$ cat src/hdl/prfd_pkg.sv
package prfd_pkg;

  // Field and register widths
  localparam int TIME_W     = 16;
  localparam int RATIO_W    = 8;
  localparam int IDLE_W     = 8;
  localparam int CFG_ADDR_W = 2;
  localparam int CFG_DATA_W = 8;

  // Default frame length in bits
  localparam int FRAME_BITS_DEF = 48;

  // Register reset values
  localparam logic [RATIO_W-1:0] PREAMBLE_RST = 8'd20;
  localparam logic [RATIO_W-1:0] ZERO_RST     = 8'd2;
  localparam logic [RATIO_W-1:0] ONE_RST      = 8'd2;
  localparam logic [IDLE_W-1:0]  QUIET_RST    = 8'd10;

  // Idle counter saturates here
  localparam logic [IDLE_W-1:0] IDLE_MAX = '1;

  // Register indexes on the config port
  typedef enum logic [CFG_ADDR_W-1:0] {
    REG_PREAMBLE = 2'd0,
    REG_ZERO     = 2'd1,
    REG_ONE      = 2'd2,
    REG_QUIET    = 2'd3
  } cfg_reg_t;

  // Input item kind
  typedef enum logic {
    CMD_SYMBOL = 1'b0,
    CMD_TICK   = 1'b1
  } cmd_t;

  // Result flags, frame_ready in bit 0
  typedef struct packed {
    logic air_clean;
    logic frame_error;
    logic frame_ready;
  } prfd_flags_t;

  // a > b and a >= k*b, without any division
  function automatic logic ratio_at_least(input logic [TIME_W-1:0]  a,
                                          input logic [TIME_W-1:0]  b,
                                          input logic [RATIO_W-1:0] k);
    logic [TIME_W+RATIO_W-1:0] kb;
    kb = k * b;
    return (a > b) && ({{RATIO_W{1'b0}}, a} >= kb);
  endfunction

endpackage

$ cat src/hdl/prfd_core.sv
module prfd_core #(
  parameter int FRAME_BITS = prfd_pkg::FRAME_BITS_DEF
) (
  input  logic                                clk,
  input  logic                                rst,
  input  logic                                cfg_we,
  input  logic [prfd_pkg::CFG_ADDR_W-1:0]     cfg_addr,
  input  logic [prfd_pkg::CFG_DATA_W-1:0]     cfg_wdata,
  input  logic                                step_en,
  input  prfd_pkg::cmd_t                      cmd,
  input  logic [prfd_pkg::TIME_W-1:0]         high_time,
  input  logic [prfd_pkg::TIME_W-1:0]         low_time,
  output logic [FRAME_BITS-1:0]               frame_bits,
  output prfd_pkg::prfd_flags_t               flags
);
  import prfd_pkg::*;

  localparam int CNT_W = $clog2(FRAME_BITS);
  localparam logic [CNT_W-1:0] LAST_BIT = CNT_W'(FRAME_BITS - 1);

  // Config registers
  logic [RATIO_W-1:0] preamble_ratio;
  logic [RATIO_W-1:0] zero_ratio;
  logic [RATIO_W-1:0] one_ratio;
  logic [IDLE_W-1:0]  quiet_ticks;

  // Decoder state
  logic                  in_frame, in_frame_next;
  logic [CNT_W-1:0]      bit_count, bit_count_next;
  logic [FRAME_BITS-1:0] shift_bits, shift_bits_next;
  logic [IDLE_W-1:0]     idle_ticks, idle_ticks_next;

  logic                  is_preamble, is_zero, is_one;
  logic [FRAME_BITS-1:0] shifted;

  // Ratio tests, one multiply each
  assign is_preamble = ratio_at_least(low_time, high_time, preamble_ratio);
  assign is_zero     = ratio_at_least(low_time, high_time, zero_ratio);
  assign is_one      = ratio_at_least(high_time, low_time, one_ratio);
  // zero wins when both pass
  assign shifted     = {shift_bits[FRAME_BITS-2:0], ~is_zero};

  // One step of the decoder
  always_comb begin
    in_frame_next   = in_frame;
    bit_count_next  = bit_count;
    shift_bits_next = shift_bits;
    idle_ticks_next = idle_ticks;
    frame_bits      = '0;
    flags           = '0;

    if (cmd == CMD_TICK) begin
      if (idle_ticks < IDLE_MAX) begin
        idle_ticks_next = idle_ticks + 1'b1;
      end
    end else if (!in_frame) begin
      // waiting: only a preamble matters, idle count untouched
      if (is_preamble) begin
        in_frame_next   = 1'b1;
        bit_count_next  = '0;
        shift_bits_next = '0;
      end
    end else begin
      idle_ticks_next = '0;
      if (is_zero || is_one) begin
        if (bit_count == LAST_BIT) begin
          flags.frame_ready = 1'b1;
          frame_bits        = shifted;
          in_frame_next     = 1'b0;
          bit_count_next    = '0;
          shift_bits_next   = '0;
        end else begin
          shift_bits_next = shifted;
          bit_count_next  = bit_count + 1'b1;
        end
      end else begin
        // unrecognized symbol aborts the frame
        flags.frame_error = 1'b1;
        in_frame_next     = 1'b0;
        bit_count_next    = '0;
        shift_bits_next   = '0;
      end
    end

    flags.air_clean = (idle_ticks_next > quiet_ticks);
  end

  // Config and state registers
  always_ff @(posedge clk) begin
    if (rst) begin
      preamble_ratio <= PREAMBLE_RST;
      zero_ratio     <= ZERO_RST;
      one_ratio      <= ONE_RST;
      quiet_ticks    <= QUIET_RST;
      in_frame       <= 1'b0;
      bit_count      <= '0;
      shift_bits     <= '0;
      idle_ticks     <= '0;
    end else begin
      if (cfg_we) begin
        case (cfg_reg_t'(cfg_addr))
          REG_PREAMBLE: preamble_ratio <= cfg_wdata;
          REG_ZERO:     zero_ratio     <= cfg_wdata;
          REG_ONE:      one_ratio      <= cfg_wdata;
          REG_QUIET:    quiet_ticks    <= cfg_wdata;
          default:      ;
        endcase
      end
      if (step_en) begin
        in_frame   <= in_frame_next;
        bit_count  <= bit_count_next;
        shift_bits <= shift_bits_next;
        idle_ticks <= idle_ticks_next;
      end
    end
  end

endmodule

$ cat src/hdl/pulse_ratio_frame_decoder.sv
// Pulse-width-ratio frame decoder. Each input beat is a radio symbol (high and
// low durations) or a millisecond tick, and each one yields exactly one output
// beat: frame flags, the finished frame when one completes, and the air-clean
// status. One beat is taken every clock cycle while the output is not stalled;
// a beat passes through the input register, then one decode step of three
// 8x16 ratio compares and a shift into the result register, from which it
// leaves. Decoder state is updated in that single step, so back-to-back beats
// see each other's effect.
// Write config only while no beat is in flight.
module pulse_ratio_frame_decoder #(
  parameter int FRAME_BITS = prfd_pkg::FRAME_BITS_DEF,
  localparam int DATA_W    = ((FRAME_BITS + 7) / 8) * 8
) (
  input  logic                            clk,
  input  logic                            rst,
  // config write port
  input  logic                            cfg_we,
  input  logic [prfd_pkg::CFG_ADDR_W-1:0] cfg_addr,
  input  logic [prfd_pkg::CFG_DATA_W-1:0] cfg_wdata,
  // symbol / tick input
  input  logic                            s_axis_tvalid,
  output logic                            s_axis_tready,
  input  logic [2*prfd_pkg::TIME_W-1:0]   s_axis_tdata,  // high_time, low_time
  input  logic [0:0]                      s_axis_tuser,  // cmd
  // frame result output
  output logic                            m_axis_tvalid,
  input  logic                            m_axis_tready,
  output logic [DATA_W-1:0]               m_axis_tdata,  // frame_bits, zero pad
  output logic [2:0]                      m_axis_tuser   // frame_ready, frame_error,
                                                         // air_clean
);
  import prfd_pkg::*;

  // Input register
  logic                  i_valid;
  cmd_t                  i_cmd;
  logic [TIME_W-1:0]     i_high;
  logic [TIME_W-1:0]     i_low;

  // Result register
  logic                  o_valid;
  logic [FRAME_BITS-1:0] o_bits;
  prfd_flags_t           o_flags;

  logic                  advance;
  logic [FRAME_BITS-1:0] step_bits;
  prfd_flags_t           step_flags;

  // Result slot free or draining this cycle
  assign advance       = !o_valid || m_axis_tready;
  assign s_axis_tready = !i_valid || advance;

  prfd_core #(
    .FRAME_BITS (FRAME_BITS)
  ) u_core (
    .clk        (clk),
    .rst        (rst),
    .cfg_we     (cfg_we),
    .cfg_addr   (cfg_addr),
    .cfg_wdata  (cfg_wdata),
    .step_en    (i_valid && advance),
    .cmd        (i_cmd),
    .high_time  (i_high),
    .low_time   (i_low),
    .frame_bits (step_bits),
    .flags      (step_flags)
  );

  // Valid bits
  always_ff @(posedge clk) begin
    if (rst) begin
      i_valid <= 1'b0;
      o_valid <= 1'b0;
    end else begin
      if (s_axis_tready) begin
        i_valid <= s_axis_tvalid;
      end
      if (advance) begin
        o_valid <= i_valid;
      end
    end
  end

  // Payload registers
  always_ff @(posedge clk) begin
    if (s_axis_tvalid && s_axis_tready) begin
      i_cmd  <= cmd_t'(s_axis_tuser[0]);
      i_high <= s_axis_tdata[TIME_W-1:0];
      i_low  <= s_axis_tdata[2*TIME_W-1:TIME_W];
    end
    if (i_valid && advance) begin
      o_bits  <= step_bits;
      o_flags <= step_flags;
    end
  end

  assign m_axis_tvalid = o_valid;
  assign m_axis_tdata  = DATA_W'(o_bits);
  assign m_axis_tuser  = o_flags;

endmodule

$ cat config.mk
export PLATFORM = sky130hd
export DESIGN_NAME = pulse_ratio_frame_decoder
export DESIGN_NICKNAME = d
export VERILOG_FILES = /design/src/hdl/prfd_pkg.sv /design/src/hdl/prfd_core.sv /design/src/hdl/pulse_ratio_frame_decoder.sv
export SDC_FILE = /design/constraint.sdc
export NUM_CORES = 1
export LEC_CHECK = 0
export ABC_AREA = 0
export BUFFER_PORTS_ARGS = -buffer_cell sky130_fd_sc_hd__buf_4
export CAP_MARGIN = 15
export CELL_PAD_IN_SITES_DETAIL_PLACEMENT = 1
export CELL_PAD_IN_SITES_GLOBAL_PLACEMENT = 1
export CORE_MARGIN = 1
export CORE_UTILIZATION = 45
export DETAILED_ROUTE_END_ITERATION = 16
export GPL_TIMING_DRIVEN = 0
export PLACE_DENSITY = 0.77
export SLEW_MARGIN = 40
export SYNTH_ARGS = -nofsm -noshare
export SYNTH_HDL_FRONTEND = slang
export SYNTH_SLANG_ARGS = --single-unit
$ cat constraint.sdc
create_clock -name clk -period 9.6 [get_ports clk]
set_clock_uncertainty 0.15 [all_clocks]
set_input_delay 2.4 -clock clk [delete_from_list [all_inputs] [get_ports clk]]
set_output_delay 2.4 -clock clk [all_outputs]
set_load 0.02 [all_outputs]
==> results.md, run 1 <==
* Vias in the first global route at 18255
* Overall routed net length at 62.7 mm
* Total of cells resized after clock tree synthesis at 0
* CP endpoint kind: register
* Routability-driven placement congestion ratio at 0.855
* Vias per cell at 5.45
* Gate family responsible for the most delay along the worst path: adder cells
* Setup bufs post-CTS at 0
* Critical path data arrival time at 9.08 ns
* Routed wire length per instance at 21.1 µm
* Required time of the critical path at 9.81 ns
* Placed cell areas at 22400 µm²
* Starting density of the core at 45.9%
* Crit share post-route at 92.4%
* Root Buffer: sky130_fd_sc_hd__clkbuf_16
* Setup Viol. Count Final at 0
* Count of buffering cells on the critical path with inverters included at 6
* Number of hold-repair buffers added at the cts stage at 0
* First-pass DRT Iterations at 7
* Post-detailed-route DRC marker count at 0
* Number of antenna violations at the first check in global routing at 1
* Layout cells sized above 1 at 6.39%
* Die Y at 218 µm
* MaxCap Viol Count at 0
* Antenna cell count at 0
* DR vias at 16238
* Tightest Hold Check Type: reg2reg
* Post-synthesis instance area at 20900 µm²
* Crit Path Class: reg2reg
* Total of buffers placed on input and output ports at 99
* Post-synthesis instance total at 2247
* Dominant cell type by count on the critical path: sky130_fd_sc_hd__fa_1
* Synthesis warning total at 0
* Max Buffers Root-to-Sink at 2
* Gr usage total at 28.1%
* H-Tree Depth at 4
* Average cell area after synthesis at 9.31 µm²
* Slowest-stage cell, CP: sky130_fd_sc_hd__edfxtp_1
* Final min period at 8.87 ns
* Clock tree from TritonCTS: yes
* Async set-or-reset flop fraction in the synthesized netlist at 0%
* Die Area at 47300 µm²
* Final setup margin at 0.726 ns
* Wire length of the first global-routing pass at 102 mm
* Maximum VDD drop at 0.128 mV
* Final sum of negative setup slack at 0 ns
* Residual overflow from global routing at 0
* Clk slew on worst S/H paths at 0.07 ns
* Final Cell Area at 23000 µm²
* Count of non-filler cells in the finished layout at 2979
* Count of final max-slew check failures at 0
* Most used flip-flop cell after synthesis: sky130_fd_sc_hd__dfxtp_1
* I/O Pins at 101
* Total clock buffers created by CTS at 17
* Actual transition at the worst max-transition pin at 0.788 ns
* Number of nets at the end of the flow at 2872
* Total nets after synthesis at 2753
* Result of the run: finished, final reports clean
* Setup Slack @ Placement at 0.769 ns
* Largest driver fanout on the critical path at 10
* Category of the worst setup path launch point: register
* Power Dens Cells at 120 nW/µm²
* Maximum single-stage delay on the critical path at 0.71 ns
* Die outline width at 218 µm
* Placed cells at 2947
* Slew headroom at 47.5%
* Netlist cell types at 65
* Number of placement rows at 78
* Core region area at 45600 µm²
* Half-perimeter wire length after placement at 49.3 mm
* Setup repair after global routing missed its margin: no
* Clock sink total at 180
* Share of the yosys chip area belonging to registers at 21.3%
* EDFF count, synth at 84
* Total Power Consumption at 2.77 mW
* Final hold violation count at 0
* Pin count of the biggest net entering global routing at 38
* Antenna-violating nets left at 0
* Clock Latency Late Sink at 0.48 ns
* Total of flip-flops plus latches after synthesis at 180
* Layout-stage area growth over the synthesis result at 10.2%
* Initial drt markers at 667
* Max Freq at 0.113 GHz
* Static leakage at 10.9 nW
## worst register-to-register path: cells and delay by family, from the launching register on
| family | cells | cell delay (ns) |
|---|---|---|
| DFF | 1 | 0.71 |
| AOI/OAI and AO/OA | 7 | 1.67 |
| xor gates and xnor gates | 1 | 0.21 |
| and+or+nand+nor | 6 | 1.60 |
| muxes | 1 | 0.27 |
| adders and majority gates | 6 | 2.76 |
| buffers and inverters | 6 | 1.39 |
## layout make-up
cell class | instances | area (µm²)
well taps | 600 | 751
repair buffers | 100 | 763
fillers | 5288 | 22500
clock buffers | 24 | 514
plain buffers | 76 | 319
flip-flops and latches | 180 | 4440
clock inverters | 8 | 87.6
inverters | 349 | 1310
multi-input cells | 1642 | 14900
## metal layers
metal	routed length, µm	global-route usage, %
met1	26500	35.3
met2	31200	49.1
met3	3330	4.66
met4	1720	8.43
met5	0	0
## state kept, by name, summed over array words and instances (netlist names)
name                   cells
i_low                     16
u_core.shift_bits         47
u_core.quiet_ticks         8
u_core.bit_count           6
i_cmd                      1
m_axis_tuser               3
i_valid                    1
m_axis_tvalid              1
u_core.zero_ratio          8
i_high                    16
m_axis_tdata              48
u_core.in_frame            1
u_core.one_ratio           8
u_core.idle_ticks          8
u_core.preamble_ratio      8
## power breakdown
| part | total [mW] | switching (mW) | internal (mW) |
|---|---|---|---|
| logic | 1.15 | 0.689 | 0.459 |
| registers | 0.885 | 0.0560 | 0.829 |
| clock network | 0.739 | 0.334 | 0.405 |
## stage by stage
stage,utilization [%],hold slack [ns]
finish,50.6,0.323
global route,50.6,0.346
CTS,50.6,0.330
detailed placement,49.2,0.314
global placement,49.2,0.296
floorplan,-,0.286
## Yosys cell counts (3+ instances only)
library cell / number / area share (%)
sky130_fd_sc_hd__a21boi_0: 4 / 0.14
sky130_fd_sc_hd__nor2b_1: 58 / 1.7
sky130_fd_sc_hd__fa_1: 252 / 24
sky130_fd_sc_hd__inv_1: 349 / 6.3
sky130_fd_sc_hd__and2_1: 382 / 11
sky130_fd_sc_hd__o21bai_1: 3 / 0.11
sky130_fd_sc_hd__nand3_1: 25 / 0.60
sky130_fd_sc_hd__nor2_1: 67 / 1.2
sky130_fd_sc_hd__dfxtp_1: 96 / 9.2
sky130_fd_sc_hd__o211ai_1: 7 / 0.25
sky130_fd_sc_hd__edfxtp_1: 84 / 12
sky130_fd_sc_hd__nand2b_1: 11 / 0.33
sky130_fd_sc_hd__clkbuf_1: 63 / 1.1
sky130_fd_sc_hd__mux2i_1: 67 / 3.2
sky130_fd_sc_hd__o21ai_0: 51 / 1.2
sky130_fd_sc_hd__xnor2_1: 29 / 1.2
sky130_fd_sc_hd__nor3b_1: 4 / 0.14
sky130_fd_sc_hd__nand2_1: 162 / 2.9
sky130_fd_sc_hd__nand4_1: 23 / 0.69
sky130_fd_sc_hd__and4_1: 4 / 0.17
sky130_fd_sc_hd__nor3_1: 20 / 0.48
sky130_fd_sc_hd__a211o_1: 11 / 0.46
sky130_fd_sc_hd__buf_1: 3 / 0.054
sky130_fd_sc_hd__nor4_1: 3 / 0.090
sky130_fd_sc_hd__a221oi_1: 3 / 0.13
sky130_fd_sc_hd__o21a_1: 9 / 0.32
sky130_fd_sc_hd__buf_2: 4 / 0.096
sky130_fd_sc_hd__ha_1: 206 / 12
sky130_fd_sc_hd__a21o_1: 27 / 0.97
sky130_fd_sc_hd__a21oi_1: 111 / 2.7
sky130_fd_sc_hd__or3_1: 4 / 0.12
sky130_fd_sc_hd__nand3b_1: 4 / 0.14
sky130_fd_sc_hd__and3_1: 12 / 0.36
sky130_fd_sc_hd__xor2_1: 25 / 1.0
sky130_fd_sc_hd__a311oi_1: 3 / 0.13
sky130_fd_sc_hd__a211oi_1: 11 / 0.39
sky130_fd_sc_hd__a31oi_1: 12 / 0.36
## final timing paths
check	start	slack [ns]	endpoint	depth (start not counted)
max reg2reg	i_high[4]$_DFFE_PP_	0.73	u_core.shift_bits[39]$_SDFFE_PP0P_	27
max	i_high[4]$_DFFE_PP_	0.73	u_core.shift_bits[39]$_SDFFE_PP0P_	27
min	u_core.quiet_ticks[7]$_SDFFE_PP0P_	0.32	u_core.quiet_ticks[7]$_SDFFE_PP0P_	2
min reg2reg	u_core.quiet_ticks[7]$_SDFFE_PP0P_	0.32	u_core.quiet_ticks[7]$_SDFFE_PP0P_	2
## cell usage in the layout (no fill, tap or decap), types with 4 or more instances in the layout
master	Yosys	final
sky130_fd_sc_hd__nor3_1	20	20
sky130_fd_sc_hd__ha_1	206	206
sky130_fd_sc_hd__dfxtp_1	96	96
sky130_fd_sc_hd__nand3b_1	4	4
sky130_fd_sc_hd__o211ai_1	7	7
sky130_fd_sc_hd__nand3_1	25	25
sky130_fd_sc_hd__a21boi_0	4	4
sky130_fd_sc_hd__a211oi_1	11	11
sky130_fd_sc_hd__nand2b_1	11	11
sky130_fd_sc_hd__inv_1	349	349
sky130_fd_sc_hd__a21o_1	27	27
sky130_fd_sc_hd__or3_1	4	4
sky130_fd_sc_hd__nor3b_1	4	4
sky130_fd_sc_hd__o21ai_0	51	51
sky130_fd_sc_hd__clkbuf_16	0	19
sky130_fd_sc_hd__mux2i_1	67	67
sky130_fd_sc_hd__nand2_1	162	162
sky130_fd_sc_hd__xor2_1	25	25
sky130_fd_sc_hd__clkbuf_1	63	65
sky130_fd_sc_hd__edfxtp_1	84	84
sky130_fd_sc_hd__fa_1	252	252
sky130_fd_sc_hd__and3_1	12	12
sky130_fd_sc_hd__and4_1	4	4
sky130_fd_sc_hd__nor2b_1	58	58
sky130_fd_sc_hd__nand4_1	23	23
sky130_fd_sc_hd__a31oi_1	12	12
sky130_fd_sc_hd__xnor2_1	29	29
sky130_fd_sc_hd__o21a_1	9	9
sky130_fd_sc_hd__buf_4	2	101
sky130_fd_sc_hd__buf_2	4	4
sky130_fd_sc_hd__nor2_1	67	67
sky130_fd_sc_hd__and2_1	382	381
sky130_fd_sc_hd__a211o_1	11	11
sky130_fd_sc_hd__a21oi_1	111	111
## cells by family after synthesis
| logic type | after synthesis | share of synthesized area [%] |
|---|---|---|
| DFF | 180 | 21.3 |
| xor gates and xnor gates | 54 | 2.26 |
| adders and majority gates | 458 | 36.4 |
| buffers and inverters | 425 | 7.77 |
| AOI/OAI and AO/OA | 272 | 8.11 |
| muxes | 67 | 3.21 |
| and+or+nand+nor | 791 | 20.9 |
No activity file was read; power rests on OpenSTA's default activity.
==> inputs of run 2 (changes only) <==
SYNTH_HIERARCHICAL = 1   (was unset)
==> results.md, run 2 <==
* Placed cells at 3014 (+2.3%)
* H-Tree Depth at 4 (unchanged)
* Routability-driven placement congestion ratio at 0.889 (+3.9%)
* Top cells by area, synth: sky130_fd_sc_hd__fa_1, sky130_fd_sc_hd__ha_1, sky130_fd_sc_hd__edfxtp_1, sky130_fd_sc_hd__dfxtp_1, sky130_fd_sc_hd__and2_1
* Die outline width at 220 µm (+0.96%)
* Post-synthesis instance area at 21300 µm² (+1.9%)
* Clock Latency Late Sink at 0.49 ns (about the same)
* Netlist cell types at 86 (+32%)
* Antenna-violating nets left at 0 (unchanged)
* Maximum VDD drop at 0.163 mV (+27%)
* Setup repair after global routing missed its margin: no
* Antenna cell count at 0 (unchanged)
* Setup bufs post-CTS at 0 (unchanged)
* Portion of synthesized cell area occupied by the leading cell type at 23.7% (-0.46 points)
* Half-perimeter wire length after placement at 49.9 mm (+1.2%)
* Max reg flops at 48 (unchanged)
* Total nets after synthesis at 2813 (+2.2%)
* Average cell area after synthesis at 9.24 µm² (-0.71%)
* Min-Delay Startpoint: u_core/quiet_ticks[5]$_SDFFE_PP0P_
* Category of the worst setup path launch point: register
* Number of nets at the end of the flow at 2932 (+2.1%)
* Layout cells sized above 1 at 7.79% (+1.4 points)
* First-pass DRT Iterations at 11 (+4)
* Routed wire length per instance at 20.8 µm (-1.0%)
* Synthesis warning total at 6 (+6)
* Die Area at 48300 µm² (+1.9%)
* Post-detailed-route DRC marker count at 5 (+5)
* Total of cells resized after clock tree synthesis at 0 (unchanged)
* CP endpoint kind: register
* Clk slew on worst S/H paths at 0.08 ns (about the same)
* Number of antenna violations at the first check in global routing at 1 (unchanged)
* Static leakage at 10.8 nW (-0.32%)
* Final sum of negative setup slack at 0 ns (unchanged)
* Timing startpoint of the critical path: i_high[1]$_DFFE_PP_
* Result of the run: complete, but fails checks
* Required time of the critical path at 9.85 ns (+0.04 ns)
* Wire length of the first global-routing pass at 102 mm (+0.15%)
* Layout-stage area growth over the synthesis result at 10.0%
* Power Dens Cells at 122 nW/µm² (+1.7%)
* Violations in the final reports: DRC
* Count of non-filler cells in the finished layout at 3046 (+2.2%)
* Setup Viol. Count Final at 0 (unchanged)
* Die Y at 220 µm (+0.96%)
* Initial drt markers at 763 (+14%)
* Number of hold-repair buffers added at the cts stage at 0 (unchanged)
* DR vias at 17179 (+5.8%)
* Total clock buffers created by CTS at 17 (unchanged)
* Launching point of the worst reg2reg path: i_high[1]$_DFFE_PP_
* Pin count of the biggest net entering global routing at 54 (+42%)
* Cell taking the most area after synthesis: sky130_fd_sc_hd__fa_1
* Final hold violation count at 0 (unchanged)
* Root Buffer: sky130_fd_sc_hd__clkbuf_16
* EDFF count, synth at 84 (unchanged)
* Largest driver fanout on the critical path at 10 (unchanged)
* Final Cell Area at 23500 µm² (+1.8%)
* Number of placement rows at 79 (+1.3%)
* Most numerous cell types in the synthesized netlist: sky130_fd_sc_hd__inv_1, sky130_fd_sc_hd__and2_1, sky130_fd_sc_hd__fa_1, sky130_fd_sc_hd__ha_1, sky130_fd_sc_hd__nand2_1
* Starting density of the core at 45.7% (-0.19 points)
* Slew headroom at 43.3% (-4.2 points)
* Clock tree from TritonCTS: yes
* Most used flip-flop cell after synthesis: sky130_fd_sc_hd__dfxtp_1
* Tightest Hold Check Type: reg2reg
* Core region area at 46700 µm² (+2.4%)
* Post-synthesis instance total at 2307 (+2.7%)
* Most common library cell in the layout ignoring fill and taps: sky130_fd_sc_hd__inv_1
* MaxCap Viol Count at 0 (unchanged)
* Total of buffers placed on input and output ports at 100 (+1.0%)
* Residual overflow from global routing at 0 (unchanged)
* Vias per cell at 5.64 (+3.5%)
* Crit Path Class: reg2reg
* Final min period at 9.00 ns (+0.122 ns)
* Max Freq at 0.111 GHz (-1.4%)
* Overall routed net length at 63.5 mm (+1.2%)
* Most frequent cells in the layout: sky130_fd_sc_hd__inv_1, sky130_fd_sc_hd__and2_1, sky130_fd_sc_hd__fa_1, sky130_fd_sc_hd__ha_1, sky130_fd_sc_hd__nand2_1
* Async set-or-reset flop fraction in the synthesized netlist at 0% (unchanged)
* Gr usage total at 27.6% (-0.43 points)
* Critical path data arrival time at 9.25 ns (+0.17 ns)
* Placed cell areas at 22800 µm² (+1.7%)
* Max Buffers Root-to-Sink at 2 (unchanged)
* Share of the yosys chip area belonging to registers at 20.8% (-0.41 points)
* Clock sink total at 180 (unchanged)
* Total Power Consumption at 2.87 mW (+3.4%)
* Vias in the first global route at 18781 (+2.9%)
* Most frequent cell after synthesis: sky130_fd_sc_hd__inv_1
* Total of flip-flops plus latches after synthesis at 180 (unchanged)
* Count of final max-slew check failures at 0 (unchanged)
* Actual transition at the worst max-transition pin at 0.851 ns (+0.0632 ns)
* Crit share post-route at 93.7% (+1.3 points)
* I/O Pins at 101 (unchanged)
==> run 2: logic make-up after synthesis <==
kind of cell	synth area share (%)
mux	1.24
simple gates	20.0
flops	20.8
xor+xnor	1.85
compound gates	12.1
buf+inv	8.21
fa+ha+maj	35.8
==> run 2: routing by layer <==
layer  share of wire (%)  track usage (%)  wire length, µm  vias up
li1                    -                -                -     7904
met1                  44             34.8            27800     8797
met2                  48             46.5            30400      367
met3                 4.8             5.48             3050      109
met4                 3.5             11.0             2200        2
met5               0.014                0                9        -
==> run 2: stage by stage <==
stage / setup slack, ns / hold WS, ns / util [%]
after floorplan: 2.87 / 0.274 / -
after global placement: 0.917 / 0.295 / 48.9
after detailed placement: 0.701 / 0.307 / 48.9
after CTS: 0.641 / 0.323 / 50.3
after global routing: 0.228 / 0.341 / 50.3
final: 0.604 / 0.325 / 50.3
==> run 2: worst paths after layout <==
path                                             end  slack [ns]  cells after the start
setup / recovery  u_core/shift_bits[41]$_SDFFE_PP0P_        0.60                     27
hold / removal    u_core/quiet_ticks[5]$_SDFFE_PP0P_        0.32                      2
setup reg to reg  u_core/shift_bits[41]$_SDFFE_PP0P_        0.60                     27
hold reg to reg   u_core/quiet_ticks[5]$_SDFFE_PP0P_        0.32                      2
==> run 2: area by class of cell <==
cell class	instances	area (µm²)
Inverter	354	1330
Clock buffer	17	425
Tap cell	607	759
Multi-Input combinational cell	1676	15100
Timing Repair Buffer	100	751
Fill cell	5421	23200
Sequential cell	180	4440
Clock inverter	15	188
Buffer	97	422
==> run 2: worst max-delay path: stages (launching register included) <==
cell                        delay (ns)
sky130_fd_sc_hd__edfxtp_1         0.71
sky130_fd_sc_hd__clkbuf_1         0.50
sky130_fd_sc_hd__nand2_1          0.17
sky130_fd_sc_hd__fa_1             0.52
sky130_fd_sc_hd__fa_1             0.56
sky130_fd_sc_hd__inv_1            0.06
sky130_fd_sc_hd__fa_1             0.53
sky130_fd_sc_hd__inv_1            0.06
sky130_fd_sc_hd__fa_1             0.56
sky130_fd_sc_hd__inv_1            0.06
sky130_fd_sc_hd__ha_1             0.37
sky130_fd_sc_hd__a211o_1          0.28
sky130_fd_sc_hd__a31o_2           0.25
sky130_fd_sc_hd__a31oi_2          0.43
sky130_fd_sc_hd__o21a_1           0.28
sky130_fd_sc_hd__xor2_1           0.30
sky130_fd_sc_hd__ha_1             0.23
sky130_fd_sc_hd__nand4_1          0.17
sky130_fd_sc_hd__nor3_1           0.35
sky130_fd_sc_hd__o311ai_0         0.27
sky130_fd_sc_hd__o211ai_1         0.37
sky130_fd_sc_hd__nand3_1          0.17
sky130_fd_sc_hd__nor4_2           0.46
sky130_fd_sc_hd__and3_1           0.23
sky130_fd_sc_hd__buf_4            0.20
sky130_fd_sc_hd__clkbuf_1         0.34
sky130_fd_sc_hd__o21ai_0          0.16
sky130_fd_sc_hd__o2bb2ai_1        0.18
==> run 2: power by group <==
| part | internal, mW | leakage [nW] | switching (mW) |
|---|---|---|---|
| logic | 0.458 | 8.98 | 0.780 |
| clock network | 0.375 | 0.299 | 0.376 |
| registers | 0.829 | 1.55 | 0.0495 |
| total | 1.66 | 10.8 | 1.21 |
